--- src/hdl/ut2t_pkg.sv ---
package ut2t_pkg;

  localparam int TS_W     = 32;
  localparam int DVS_W    = 18;
  localparam int LINE_LEN = 24;
  localparam int IDX_W    = $clog2(LINE_LEN);

  // divisors of the conversion steps
  localparam logic [DVS_W-1:0] DV_MINUTE = 18'd60;
  localparam logic [DVS_W-1:0] DV_HOUR   = 18'd60;
  localparam logic [DVS_W-1:0] DV_DAY    = 18'd24;
  localparam logic [DVS_W-1:0] DV_CENT   = 18'd146097;
  localparam logic [DVS_W-1:0] DV_YEAR   = 18'd7305;
  localparam logic [DVS_W-1:0] DV_MONTH  = 18'd30601;
  localparam logic [DVS_W-1:0] DV_MILLE  = 18'd1000;
  localparam logic [DVS_W-1:0] DV_DEC    = 18'd10;

  localparam logic [7:0] CH_U     = 8'h55;
  localparam logic [7:0] CH_T     = 8'h54;
  localparam logic [7:0] CH_C     = 8'h43;
  localparam logic [7:0] CH_SPACE = 8'h20;
  localparam logic [7:0] CH_DASH  = 8'h2d;
  localparam logic [7:0] CH_COLON = 8'h3a;
  localparam logic [7:0] CH_NL    = 8'h0a;
  localparam logic [7:0] CH_ZERO  = 8'h30;

  typedef enum logic [1:0] {
    ST_IDLE,
    ST_ISSUE,
    ST_WAIT,
    ST_EMIT
  } state_t;

  typedef enum logic [3:0] {
    OP_SEC,
    OP_MIN,
    OP_HR,
    OP_A,
    OP_C,
    OP_E,
    OP_G,
    OP_Y0,
    OP_Y1,
    OP_Y2,
    OP_Y3
  } op_t;

  typedef struct packed {
    logic             start;
    logic [TS_W-1:0]  dividend;
    logic [DVS_W-1:0] divisor;
  } div_req_t;

  typedef struct packed {
    logic             done;
    logic [TS_W-1:0]  quot;
    logic [DVS_W-1:0] rem;
  } div_rsp_t;

  // tens digit of a value below 100
  function automatic logic [3:0] tens_of(input logic [6:0] v);
    logic [3:0] t;
    t = 4'd0;
    for (int k = 1; k < 10; k++) begin
      if (v >= 7'(10 * k)) begin
        t = 4'(k);
      end
    end
    return t;
  endfunction

  function automatic logic [3:0] ones_of(input logic [6:0] v);
    logic [6:0] tt;
    tt = {3'b000, tens_of(v)} * 7'd10;
    return 4'(v - tt);
  endfunction

  function automatic logic [7:0] digit_char(input logic [3:0] d);
    return CH_ZERO + {4'b0000, d};
  endfunction

endpackage

--- src/hdl/unix_time_to_utc_text.sv ---
// a changed sample is popped from the queue, then converted by eleven divisions by constants
//   on one reciprocal-multiply unit, then emitted one character a cycle while pop stays high,
//   24 words per line; repeated samples are dropped at the front
// reset: synchronous active-low rst_n clears the stored sample to 0, the queue and the sequencer
module unix_time_to_utc_text #(
  parameter int QUEUE_DEPTH = 2
) (
  input  logic                      clk,
  input  logic                      rst_n,
  input  logic                      push,
  output logic                      full,
  input  logic [ut2t_pkg::TS_W-1:0] in_timestamp,
  output logic                      empty,
  input  logic                      pop,
  output logic [7:0]                out_character,
  output logic                      out_last_char
);
  import ut2t_pkg::*;

  logic               q_full;
  logic               q_push;
  logic [TS_W-1:0]    q_wdata;
  logic               q_pop;
  logic [TS_W-1:0]    q_rdata;
  logic               q_empty;
  div_req_t           div_req;
  div_rsp_t           div_rsp;

  ut2t_front u_front (
    .clk          (clk),
    .rst_n        (rst_n),
    .push         (push),
    .in_timestamp (in_timestamp),
    .full         (full),
    .q_full       (q_full),
    .q_push       (q_push),
    .q_data       (q_wdata)
  );

  ut2t_fifo #(
    .DEPTH (QUEUE_DEPTH)
  ) u_fifo (
    .clk     (clk),
    .rst_n   (rst_n),
    .wr_en   (q_push),
    .wr_data (q_wdata),
    .full    (q_full),
    .rd_en   (q_pop),
    .rd_data (q_rdata),
    .empty   (q_empty)
  );

  ut2t_div u_div (
    .clk   (clk),
    .rst_n (rst_n),
    .req   (div_req),
    .rsp   (div_rsp)
  );

  ut2t_back u_back (
    .clk           (clk),
    .rst_n         (rst_n),
    .q_empty       (q_empty),
    .q_data        (q_rdata),
    .q_pop         (q_pop),
    .div_req       (div_req),
    .div_rsp       (div_rsp),
    .empty         (empty),
    .pop           (pop),
    .out_character (out_character),
    .out_last_char (out_last_char)
  );

endmodule

--- src/hdl/ut2t_front.sv ---
module ut2t_front (
  input  logic                      clk,
  input  logic                      rst_n,
  input  logic                      push,
  input  logic [ut2t_pkg::TS_W-1:0] in_timestamp,
  output logic                      full,
  input  logic                      q_full,
  output logic                      q_push,
  output logic [ut2t_pkg::TS_W-1:0] q_data
);
  import ut2t_pkg::*;

  logic [TS_W-1:0] prev_r;
  logic            accept;

  assign accept = push && !q_full;
  assign full   = q_full;
  // a repeated sample is dropped here and never reaches the queue
  assign q_push = accept && (in_timestamp != prev_r);
  assign q_data = in_timestamp;

  always_ff @(posedge clk) begin
    if (!rst_n) begin
      prev_r <= '0;
    end else if (q_push) begin
      prev_r <= in_timestamp;
    end
  end

endmodule

--- src/hdl/ut2t_fifo.sv ---
module ut2t_fifo #(
  parameter int DEPTH = 2
) (
  input  logic                      clk,
  input  logic                      rst_n,
  input  logic                      wr_en,
  input  logic [ut2t_pkg::TS_W-1:0] wr_data,
  output logic                      full,
  input  logic                      rd_en,
  output logic [ut2t_pkg::TS_W-1:0] rd_data,
  output logic                      empty
);
  import ut2t_pkg::*;

  localparam int PTR_W = $clog2(DEPTH);
  localparam int CNT_W_Q = $clog2(DEPTH + 1);

  logic [TS_W-1:0]    mem_r [DEPTH];
  logic [PTR_W-1:0]   wr_ptr_r;
  logic [PTR_W-1:0]   rd_ptr_r;
  logic [CNT_W_Q-1:0] count_r;
  logic               do_wr;
  logic               do_rd;

  assign full    = (count_r == CNT_W_Q'(DEPTH));
  assign empty   = (count_r == '0);
  assign do_wr   = wr_en && !full;
  assign do_rd   = rd_en && !empty;
  assign rd_data = mem_r[rd_ptr_r];

  always_ff @(posedge clk) begin
    if (do_wr) begin
      mem_r[wr_ptr_r] <= wr_data;
    end
  end

  always_ff @(posedge clk) begin
    if (!rst_n) begin
      wr_ptr_r <= '0;
      rd_ptr_r <= '0;
      count_r  <= '0;
    end else begin
      if (do_wr) begin
        wr_ptr_r <= (wr_ptr_r == PTR_W'(DEPTH - 1)) ? '0 : wr_ptr_r + 1'b1;
      end
      if (do_rd) begin
        rd_ptr_r <= (rd_ptr_r == PTR_W'(DEPTH - 1)) ? '0 : rd_ptr_r + 1'b1;
      end
      if (do_wr && !do_rd) begin
        count_r <= count_r + 1'b1;
      end else if (do_rd && !do_wr) begin
        count_r <= count_r - 1'b1;
      end
    end
  end

endmodule

--- src/hdl/ut2t_div.sv ---
module ut2t_div (
  input  logic                clk,
  input  logic                rst_n,
  input  ut2t_pkg::div_req_t  req,
  output ut2t_pkg::div_rsp_t  rsp
);
  import ut2t_pkg::*;

  logic [2:0]        stage_r;
  logic              done_r;
  logic [TS_W-1:0]   num_r;
  logic [DVS_W-1:0]  dvs_r;
  logic [TS_W-1:0]   opd_r;
  logic [TS_W-1:0]   mag_r;
  logic [5:0]        shf_r;
  logic [2*TS_W-1:0] prod_r;
  logic [TS_W-1:0]   quo_r;
  logic [DVS_W-1:0]  rem_r;
  logic [1:0]        pre_sel;
  logic [TS_W-1:0]   mag_sel;
  logic [5:0]        shf_sel;

  // strip the power of two of the divisor, then multiply by a rounded-up
  // reciprocal of the odd part; exact over the dividend ranges issued
  // (full 32 bits for 60, 24 and 10, below 2^26 for 7305, below 2^21 for the others)
  always_comb begin
    case (req.divisor)
      // hours share the minute divisor
      DV_MINUTE: begin
        pre_sel = 2'd2;
        mag_sel = 32'd1145324613;
        shf_sel = 6'd34;
      end
      DV_DAY: begin
        pre_sel = 2'd3;
        mag_sel = 32'd1431655766;
        shf_sel = 6'd32;
      end
      DV_CENT: begin
        pre_sel = 2'd0;
        mag_sel = 32'd940738;
        shf_sel = 6'd37;
      end
      DV_YEAR: begin
        pre_sel = 2'd0;
        mag_sel = 32'd75257470;
        shf_sel = 6'd39;
      end
      DV_MONTH: begin
        pre_sel = 2'd0;
        mag_sel = 32'd1122831;
        shf_sel = 6'd35;
      end
      DV_MILLE: begin
        pre_sel = 2'd3;
        mag_sel = 32'd4195;
        shf_sel = 6'd19;
      end
      default: begin
        pre_sel = 2'd1;
        mag_sel = 32'd3435973837;
        shf_sel = 6'd34;
      end
    endcase
  end

  always_ff @(posedge clk) begin
    if (!rst_n) begin
      stage_r <= '0;
      done_r  <= 1'b0;
    end else begin
      stage_r <= {stage_r[1:0], req.start};
      done_r  <= stage_r[2];
    end
  end

  // multiply, shift, then remainder from the quotient
  always_ff @(posedge clk) begin
    if (req.start) begin
      num_r <= req.dividend;
      dvs_r <= req.divisor;
      opd_r <= req.dividend >> pre_sel;
      mag_r <= mag_sel;
      shf_r <= shf_sel;
    end
    if (stage_r[0]) begin
      prod_r <= {{TS_W{1'b0}}, opd_r} * {{TS_W{1'b0}}, mag_r};
    end
    if (stage_r[1]) begin
      quo_r <= TS_W'(prod_r >> shf_r);
    end
    if (stage_r[2]) begin
      rem_r <= DVS_W'(num_r - quo_r * TS_W'(dvs_r));
    end
  end

  assign rsp.done = done_r;
  assign rsp.quot = quo_r;
  assign rsp.rem  = rem_r;

endmodule

--- src/hdl/ut2t_back.sv ---
module ut2t_back (
  input  logic                      clk,
  input  logic                      rst_n,
  input  logic                      q_empty,
  input  logic [ut2t_pkg::TS_W-1:0] q_data,
  output logic                      q_pop,
  output ut2t_pkg::div_req_t        div_req,
  input  ut2t_pkg::div_rsp_t        div_rsp,
  output logic                      empty,
  input  logic                      pop,
  output logic [7:0]                out_character,
  output logic                      out_last_char
);
  import ut2t_pkg::*;

  localparam logic [IDX_W-1:0] LAST_IDX = IDX_W'(LINE_LEN - 1);

  state_t           state_r;
  state_t           state_nxt;
  op_t              op_r;
  logic [IDX_W-1:0] idx_r;
  logic [TS_W-1:0]  num_r;
  logic [15:0]      days_r;
  logic [21:0]      b_r;
  logic [12:0]      c_r;
  logic [9:0]       d_r;
  logic [4:0]       e_r;
  logic [5:0]       sec_r;
  logic [5:0]       min_r;
  logic [4:0]       hr_r;
  logic [3:0]       mon_r;
  logic [4:0]       day_r;
  logic [11:0]      year_r;
  logic [3:0]       y0_r;
  logic [3:0]       y1_r;
  logic [3:0]       y2_r;
  logic [3:0]       y3_r;

  logic [4:0]  a_val;
  logic [21:0] b_calc;
  logic [21:0] d_calc;
  logic [9:0]  f_calc;
  logic        wait_done;

  assign wait_done = (state_r == ST_WAIT) && div_rsp.done;

  // next state
  always_comb begin
    state_nxt = state_r;
    case (state_r)
      ST_IDLE: begin
        if (!q_empty) state_nxt = ST_ISSUE;
      end
      ST_ISSUE: state_nxt = ST_WAIT;
      ST_WAIT: begin
        if (div_rsp.done) state_nxt = (op_r == OP_Y3) ? ST_EMIT : ST_ISSUE;
      end
      ST_EMIT: begin
        if (pop && idx_r == LAST_IDX) state_nxt = ST_IDLE;
      end
      default: state_nxt = ST_IDLE;
    endcase
  end

  // outputs of the sequencer
  always_comb begin
    q_pop         = (state_r == ST_IDLE) && !q_empty;
    empty         = (state_r != ST_EMIT);
    div_req.start = (state_r == ST_ISSUE);
    case (op_r)
      OP_A:    div_req.dividend = TS_W'({days_r, 2'b00}) + 32'd102032;
      OP_C:    div_req.dividend = TS_W'(b_r) * 32'd20 - 32'd2442;
      OP_E:    div_req.dividend = TS_W'(d_r) * 32'd1000;
      OP_G:    div_req.dividend = TS_W'(e_r) * 32'd601;
      OP_Y0:   div_req.dividend = TS_W'(year_r);
      default: div_req.dividend = num_r;
    endcase
    case (op_r)
      OP_SEC:  div_req.divisor = DV_MINUTE;
      OP_MIN:  div_req.divisor = DV_HOUR;
      OP_HR:   div_req.divisor = DV_DAY;
      OP_A:    div_req.divisor = DV_CENT;
      OP_C:    div_req.divisor = DV_YEAR;
      OP_E:    div_req.divisor = DV_MONTH;
      OP_G:    div_req.divisor = DV_MILLE;
      default: div_req.divisor = DV_DEC;
    endcase
  end

  // date arithmetic on the quotient just returned
  always_comb begin
    a_val  = 5'(div_rsp.quot) + 5'd15;
    b_calc = 22'(days_r) + 22'd2442113 + 22'(a_val) - 22'(a_val[4:2]);
    d_calc = b_r - 22'(div_rsp.quot[12:0]) * 22'd365 - 22'(div_rsp.quot[12:2]);
    f_calc = d_r - 10'(e_r) * 10'd30 - 10'(div_rsp.quot[9:0]);
  end

  always_ff @(posedge clk) begin
    if (!rst_n) begin
      state_r <= ST_IDLE;
      op_r    <= OP_SEC;
      idx_r   <= '0;
    end else begin
      state_r <= state_nxt;
      if (q_pop) begin
        op_r <= OP_SEC;
      end else if (wait_done) begin
        case (op_r)
          OP_SEC:  op_r <= OP_MIN;
          OP_MIN:  op_r <= OP_HR;
          OP_HR:   op_r <= OP_A;
          OP_A:    op_r <= OP_C;
          OP_C:    op_r <= OP_E;
          OP_E:    op_r <= OP_G;
          OP_G:    op_r <= OP_Y0;
          OP_Y0:   op_r <= OP_Y1;
          OP_Y1:   op_r <= OP_Y2;
          OP_Y2:   op_r <= OP_Y3;
          default: op_r <= OP_SEC;
        endcase
      end
      if (wait_done && op_r == OP_Y3) begin
        idx_r <= '0;
      end else if (state_r == ST_EMIT && pop) begin
        idx_r <= idx_r + 1'b1;
      end
    end
  end

  always_ff @(posedge clk) begin
    if (q_pop) begin
      num_r <= q_data;
    end else if (wait_done) begin
      case (op_r)
        OP_SEC: begin
          sec_r <= 6'(div_rsp.rem);
          num_r <= div_rsp.quot;
        end
        OP_MIN: begin
          min_r <= 6'(div_rsp.rem);
          num_r <= div_rsp.quot;
        end
        OP_HR: begin
          hr_r   <= 5'(div_rsp.rem);
          days_r <= 16'(div_rsp.quot);
        end
        OP_A: b_r <= b_calc;
        OP_C: begin
          c_r <= 13'(div_rsp.quot);
          d_r <= 10'(d_calc);
        end
        OP_E: e_r <= 5'(div_rsp.quot);
        OP_G: begin
          day_r <= 5'(f_calc);
          // months past december belong to the next year
          if (e_r <= 5'd13) begin
            year_r <= 12'(c_r - 13'd4716);
            mon_r  <= 4'(e_r - 5'd1);
          end else begin
            year_r <= 12'(c_r - 13'd4715);
            mon_r  <= 4'(e_r - 5'd13);
          end
        end
        OP_Y0: begin
          y0_r  <= 4'(div_rsp.rem);
          num_r <= div_rsp.quot;
        end
        OP_Y1: begin
          y1_r  <= 4'(div_rsp.rem);
          num_r <= div_rsp.quot;
        end
        OP_Y2: begin
          y2_r  <= 4'(div_rsp.rem);
          num_r <= div_rsp.quot;
        end
        default: y3_r <= 4'(div_rsp.rem);
      endcase
    end
  end

  // character at the current line position
  always_comb begin
    case (idx_r)
      5'd0:    out_character = CH_U;
      5'd1:    out_character = CH_T;
      5'd2:    out_character = CH_C;
      5'd3:    out_character = CH_SPACE;
      5'd4:    out_character = digit_char(y3_r);
      5'd5:    out_character = digit_char(y2_r);
      5'd6:    out_character = digit_char(y1_r);
      5'd7:    out_character = digit_char(y0_r);
      5'd8:    out_character = CH_DASH;
      5'd9:    out_character = digit_char(tens_of(7'(mon_r)));
      5'd10:   out_character = digit_char(ones_of(7'(mon_r)));
      5'd11:   out_character = CH_DASH;
      5'd12:   out_character = digit_char(tens_of(7'(day_r)));
      5'd13:   out_character = digit_char(ones_of(7'(day_r)));
      5'd14:   out_character = CH_SPACE;
      5'd15:   out_character = digit_char(tens_of(7'(hr_r)));
      5'd16:   out_character = digit_char(ones_of(7'(hr_r)));
      5'd17:   out_character = CH_COLON;
      5'd18:   out_character = digit_char(tens_of(7'(min_r)));
      5'd19:   out_character = digit_char(ones_of(7'(min_r)));
      5'd20:   out_character = CH_COLON;
      5'd21:   out_character = digit_char(tens_of(7'(sec_r)));
      5'd22:   out_character = digit_char(ones_of(7'(sec_r)));
      default: out_character = CH_NL;
    endcase
  end

  assign out_last_char = (idx_r == LAST_IDX);

endmodule

--- config.mk ---
export PLATFORM = sky130hd
export DESIGN_NAME = unix_time_to_utc_text
export DESIGN_NICKNAME = d
export VERILOG_FILES = /design/src/hdl/ut2t_pkg.sv /design/src/hdl/unix_time_to_utc_text.sv /design/src/hdl/ut2t_front.sv /design/src/hdl/ut2t_fifo.sv /design/src/hdl/ut2t_div.sv /design/src/hdl/ut2t_back.sv
export SDC_FILE = /design/constraint.sdc
export NUM_CORES = 2
export LEC_CHECK = 0
export BUFFER_PORTS_ARGS = -buffer_cell sky130_fd_sc_hd__buf_2
export CAP_MARGIN = 20
export CORE_MARGIN = 1
export CORE_UTILIZATION = 35
export CTS_CLUSTER_SIZE = 16
export DETAILED_ROUTE_END_ITERATION = 8
export SLEW_MARGIN = 20
export SYNTH_ARGS = -nofsm -noshare
export SYNTH_HDL_FRONTEND = slang
export SYNTH_SLANG_ARGS = --single-unit
--- constraint.sdc ---
create_clock -name clk -period 23.1 [get_ports clk]
set_input_delay 3.465 -clock clk [delete_from_list [all_inputs] [get_ports clk]]
set_output_delay 3.465 -clock clk [all_outputs]
set_load 0.05 [all_outputs]
# After elaboration in Yosys (flattened, before gate mapping)
# Memories as Yosys holds them, arrays and structs flattened. A register that Yosys moved wholly into a read port is not among the register bits.
# Cells that the tools add are included.
totals:
  register_bits: 394
  mem_bits_rw: 64
  romBits: 64
  inputBits: 36
  output_inout_bits: 11
  elab_cells: 282
  mem_count: 2
mem_list:
  columns: ["memory", "depth", "word_bits", "rd", "rd_ports_with_merged_regs", "wr", "line", "source"]
  rows:
  - ["(no name shown)", 16, 4, 1, 1, 0, "ut2t_back.sv:108", "case (op_r)"]
  - ["u_fifo.mem_r", 2, 32, 1, 1, 1, "ut2t_fifo.sv:18", "logic [TS_W-1:0] mem_r [DEPTH];"]
classes:
  addsub: 39
  multipliers: 12
  magnitude_cmp: 33
  eq_ne: 48
  shift: 2
  muxes: 66
  n_bitwise: 3
  reduce_logical: 45
op_table:
  columns: ["operator", "n"]
  rows:
  - ["$pmux W32 S6", 1]
  - ["$pmux W32 S5", 1]
  - ["$pmux W8 S20", 1]
  - ["$pmux W18 S6", 1]
  - ["$add A6 B4 Y7 const A", 14]
  - ["$mux W32", 3]
  - ["$mux W4", 19]
  - ["$mul A32 B32 Y64", 1]
  - ["$shr A64 B6 Y32", 1]
  - ["$ge A5 B7 Y1 const B", 6]
  - ["$ge A6 B7 Y1 const B", 6]
  - ["$eq A5 B4 Y1 const B", 8]
  - ["$eq A5 B5 Y1 const B", 8]
  - ["$ge A6 B6 Y1 const B", 6]
  - ["$reduce_and A3 Y1", 12]
  - ["$mux W3", 11]
  - ["$mul A32 B18 Y6", 1]
  - ["$ne A32 B32 Y1", 1]
  - ["$shr A32 B2 Y32", 1]
  - ["$pmux W6 S5", 1]
  - ["$mux W2", 14]
  - ["$sub A27 B12 Y28 const B", 1]
  - ["$mul A22 B3 Y25 const B", 1]
  - ["$ge A6 B5 Y1 const B", 4]
  - ["other kinds (60)", 125]

# Logic depth before layout (Yosys ltp)
logic_depth:
  ltp_word: 15
  depth_mapped: 29
  depth_no_buf: 27

# Cells and area by module
# A second synthesis with hierarchy kept.
unflattened:
  cells_unflattened: 6485
  hier_area_um2: 65303.9
modules_own_cells:
  columns: ["mod", "instances", "cells_per_inst", "area_each_um2"]
  rows:
  - ["ut2t_div", 1, 4675, 46355.7]
  - ["ut2t_back", 1, 1470, 14532.7]
  - ["ut2t_fifo", 1, 125, 2536.2]
  - ["ut2t_front", 1, 215, 1879.3]

# Worst setup path before layout
# Ideal clock, no wire load.
synth_path:
  kind: "reg-to-output"
  start: "register u_back.idx_r[0]"
  end: "output port out_character[1]"
  arrival_time_ns: 4.553
  setup_slack_ns: 15.082
  path_stages_with_launch: 8
  path_buffers: 1
  cell_sequence: "dfxtp_1 > inv_1 > ha_1 > clkbuf_1 > nor2_1 > a2111oi_0 > o32a_1 > o2111ai_1"
synth_between:
  elab_chain_cells: 3
synth_rtl:
  columns: ["item", "line", "source"]
  rows:
  - ["start: declaration", "ut2t_back.sv:21", "logic [IDX_W-1:0] idx_r;"]
  - ["start signal: assignment", "ut2t_back.sv:125", "idx_r <= idx_r + 1'b1;"]
  - ["$eq A5 B5 Y1, or another cell as far along", "ut2t_back.sv:183", "case (idx_r)"]
  - ["$reduce_or A2 Y1 (no source line)", null, null]
  - ["$pmux W8 S20 (*)", "ut2t_back.sv:183", null]
  - ["end: declaration", "unix_time_to_utc_text.sv:15", "output logic [7:0] out_character,"]
# Every way passes the cells marked *; elsewhere a longest branch is shown, timed or not.

# Worst setup path in the final report
layout_path:
  start: "register u_div.opd_r[21]"
  end: "register u_div.prod_r[63], data pin"
layout_between:
  elab_chain_cells: 1
layout_rtl:
  columns: ["item", "line", "source"]
  rows:
  - ["start: declaration", "ut2t_div.sv:13", "logic [TS_W-1:0] opd_r;"]
  - ["start signal: assignment", "ut2t_div.sv:82", "opd_r <= req.dividend >> pre_sel;"]
  - ["$mul A32 B32 Y64", "ut2t_div.sv:87", "prod_r <= {{TS_W{1'b0}}, opd_r} * {{TS_W{1'b0}}, mag_r};"]
  - ["end signal: assignment", "ut2t_div.sv:87", null]
  - ["end: declaration", "ut2t_div.sv:16", "logic [2*TS_W-1:0] prod_r;"]
# Every way passes these cells.
# A chain may end at the register's enable or synchronous reset.

==> results.py <==
metrics = {
    "outcome": {
        "status": "finished clean",
    },
    "route": {
        "antenna_left": 0,
        "routed_wl_mm": 180.8,
        "drc": 0,
        "vias": 41630,
        "wl_per_cell_um": 22.52,
        "drt-initial-drc-count": 3406,
        "drtPass1Iterations": 8,
        "via_per_inst": 5.187,
    },
    "global_route": {
        "grt_pass1_vias": 43960,
        "antenna_found_initial": 9,
        "overflow": 0,
        "grt_max_degree": 69,
        "grt_pass1_wl_mm": 277.2,
        "grt.total_usage_pct": 21.68,
    },
    "floorplanning": {
        "die_h_um": 411.9,
        "die_area_mm2": 0.1697,
        "top_level_ports": 47,
        "num_rows": 150,
        "die_x_um": 411.9,
        "start_util_pct": 35.21,
        "core_area_mm2": 0.1670,
    },
    "layout": {
        "nNetsFinal": 7251,
        "areaGrowthSynthToFinish_pct": 7.243,
        "post-route-util_pct": 37.76,
        "drive_gt1_share_pct": 5.293,
    },
    "placed_design": {
        "dpl.hpwl_mm": 147.6,
        "portBuffers": 45,
        "gp_congestion": 0.9624,
    },
    "synthesis": {
        "yosys_warnings": 0,
        "synth_edf_count": 383,
        "synth_cells": 5855,
        "dominantRegCellSynth": "edfxtp_1",
        "syn_area_mm2": 0.05881,
        "ys_seq_area_share_pct": 21.33,
        "ys_ff_latch": 435,
        "async_flop_share_pct": 0,
        "syn_avg_cell_area_um2": 10.04,
        "synth_cell_type_count": 112,
    },
    "sta": {
        "setup_viol": 0,
        "rsz0062_at_grt": "false",
        "post-route-min-period_ns": 8.619,
        "skew_ns": 0.06189,
        "slew_viol_final": 0,
        "final.setup.tns_ns": 0,
        "timing.fmax_ghz": 0.1160,
        "hold_ws_ns": 0.5054,
        "finalHoldViolCount": 0,
        "slew_headroom_pct": 20.89,
        "post-route-period-util_pct": 37.31,
        "worst_slew_pin_slew_ns": 1.187,
    },
    "worst_setup_path": {
        "arrival_ns": 9.01,
        "path_common_cell": "fa_1",
        "required_ns": 23.49,
        "setup.worst_path.class": "flop to flop",
        "crit_path_start_kind": "flop",
        "worst_path_max_delay_cell": "edfxtp_1",
        "end_kind": "flop",
        "ff2ff_setup_slack_ns": 14.48,
        "slowest_delay_ns": 1.13,
        "path_cells": "nand2_1, inv_1, fa_1, inv_1, fa_1, fa_1, fa_1, inv_1, fa_1, fa_1, fa_1, fa_1, ha_1, a21o_1, a21o_1, a221oi_1, nand2b_1, nand4_1, o221ai_2, o21ai_1, a221o_1, a21oi_1, xnor2_1",
        "cp_max_fo": 21,
    },
    "clock_tree": {
        "cts_resized": 0,
        "clock_sinks": 435,
        "cts_setup_buffers": 0,
        "clockBufferDepth": 3,
        "cts_hold_buf": 0,
        "cts_tree": "yes",
        "cts_made_buffers": 50,
        "cts_root_buf": "clkbuf_16",
        "clk_pin_slew_ns": 0.08,
        "cts_htree_levels": 2,
        "clock_latency_ns": 0.67,
    },
    "hold_path": {
        "hold_path.class": "flop to flop",
    },
    "run": {
        "cap_violations": 0,
    },
}
-- synthesized netlist by cell type, types with 11 or more instances --
cell type | instances | area, µm²
nand3_1 | 53 | 265.3
nand2b_1 | 25 | 156.4
a211oi_1 | 24 | 180.2
o211ai_1 | 12 | 90.09
xnor2_1 | 180 | 1577
edfxtp_1 | 383 | 11500
mux2i_1 | 148 | 1481
o21bai_1 | 19 | 142.6
inv_1 | 1202 | 4512
fa_1 | 903 | 18080
or3_1 | 11 | 68.82
nor2b_1 | 58 | 362.9
o21ai_0 | 171 | 855.8
ha_1 | 535 | 6694
clkbuf_1 | 220 | 825.8
a221oi_1 | 17 | 148.9
a31oi_1 | 27 | 168.9
mux4_2 | 30 | 675.7
a22oi_1 | 12 | 90.09
nand4_1 | 29 | 181.4
o22ai_1 | 26 | 162.7
a21o_1 | 51 | 382.9
nor3_1 | 24 | 120.1
o21ai_1 | 14 | 70.07
and2_1 | 392 | 2452
a21oi_1 | 174 | 870.8
nand2_1 | 589 | 2211
nor2_1 | 147 | 551.8
dfxtp_1 | 52 | 1041
xor2_1 | 69 | 604.3
o21a_1 | 20 | 150.1
and3_1 | 18 | 112.6
buf_1 | 17 | 63.81
-- layout make-up --
cell class / instances / area (µm²)
fill: 16670 / 104000
tap: 2204 / 2758
sequential: 435 / 12540
clock inverter: 33 / 321.6
antenna: 3 / 7.507
inverter: 1205 / 4524
clock buffer: 61 / 1354
timing repair buffer: 123 / 810.8
multi-input combinational: 3962 / 40750
-- cell families after synthesis --
group / after synthesis / share of synthesized area [%]
and+or+nand+nor: 1398 / 11.80
DFF: 435 / 21.33
AOI/OAI and AO/OA: 685 / 7.647
adders and majority gates: 1438 / 42.12
xor gates and xnor gates: 251 / 3.764
buffers and inverters: 1459 / 9.460
muxes: 188 / 3.870
other: 1 / 0.006377
-- per-layer routing --
metal | track usage, % | wire (µm)
met1 | 28.41 | 75490
met2 | 35.27 | 83590
met3 | 3.094 | 11850
met4 | 10.26 | 9780
met5 | 0 | 51
-- critical path: cells and delay by family, from the launching register on --
kind | cells | cell delay, ns
adder cells (fa/ha/maj) | 9 | 4.22
AO/OA/AOI/OAI | 7 | 1.83
flip-flops | 1 | 1.13
AND/OR/NAND/NOR | 3 | 0.69
buffers and inverters | 3 | 0.36
XOR/XNOR | 1 | 0.09
-- layout by cell type, fill, tap and decap left out, drive strengths merged, types with 30 or more instances in the layout --
cell,count
a211oi,30
a21o,52
a21oi,177
and2,392
buf,123
clkbuf,61
dfxtp,52
edfxtp,383
fa,903
ha,535
inv,1207
mux2i,149
mux4,30
nand2,591
nand3,53
nor2,149
nor2b,58
o21ai,187
xnor2,180
xor2,71
-- through the flow --
stage	instance area [µm²]	setup WS [ns]	instances
6_report	63070	14.48	8026
3_3_place_gp	61380	14.66	7929
5_1_grt	63060	14.17	8023
2_1_floorplan	58810	15.08	5856
4_1_cts	63060	14.57	8023
3_5_place_dp	61380	14.61	7929
-- flip-flops by register name, indices dropped and copies added, names as in the netlist, 5 cells and up, named ones only --
name            flops
u_back.e_r          5
u_div.mag_r        21
u_front.prev_r     32
u_div.opd_r        32
u_back.day_r        5
u_fifo.mem_r       64
u_div.rem_r         6
u_back.idx_r        5
u_back.c_r         12
u_div.shf_r         5
u_back.hr_r         5
u_back.num_r       32
u_div.quo_r        32
u_div.dvs_r         6
u_back.days_r      16
u_back.min_r        6
u_back.b_r         18
u_div.prod_r       64
u_back.year_r      12
u_div.num_r         6
u_back.sec_r        6
u_back.d_r         10
-- path summary, 6_finish.rpt --
kind | startpoint | end | cells after the start
max reg2reg | u_div.opd_r[21]$_DFFE_PP_ | u_div.prod_r[63]$_DFFE_PP_ | 23
min | u_div.quo_r[14]$_DFFE_PP_ | u_back.days_r[14]$_DFFE_PP_ | 0
max | u_div.opd_r[21]$_DFFE_PP_ | u_div.prod_r[63]$_DFFE_PP_ | 23
min reg2reg | u_div.quo_r[14]$_DFFE_PP_ | u_back.days_r[14]$_DFFE_PP_ | 0
Power is not shown: default switching activity piles up to over one toggle a cycle in this logic, so the estimate is an artifact.
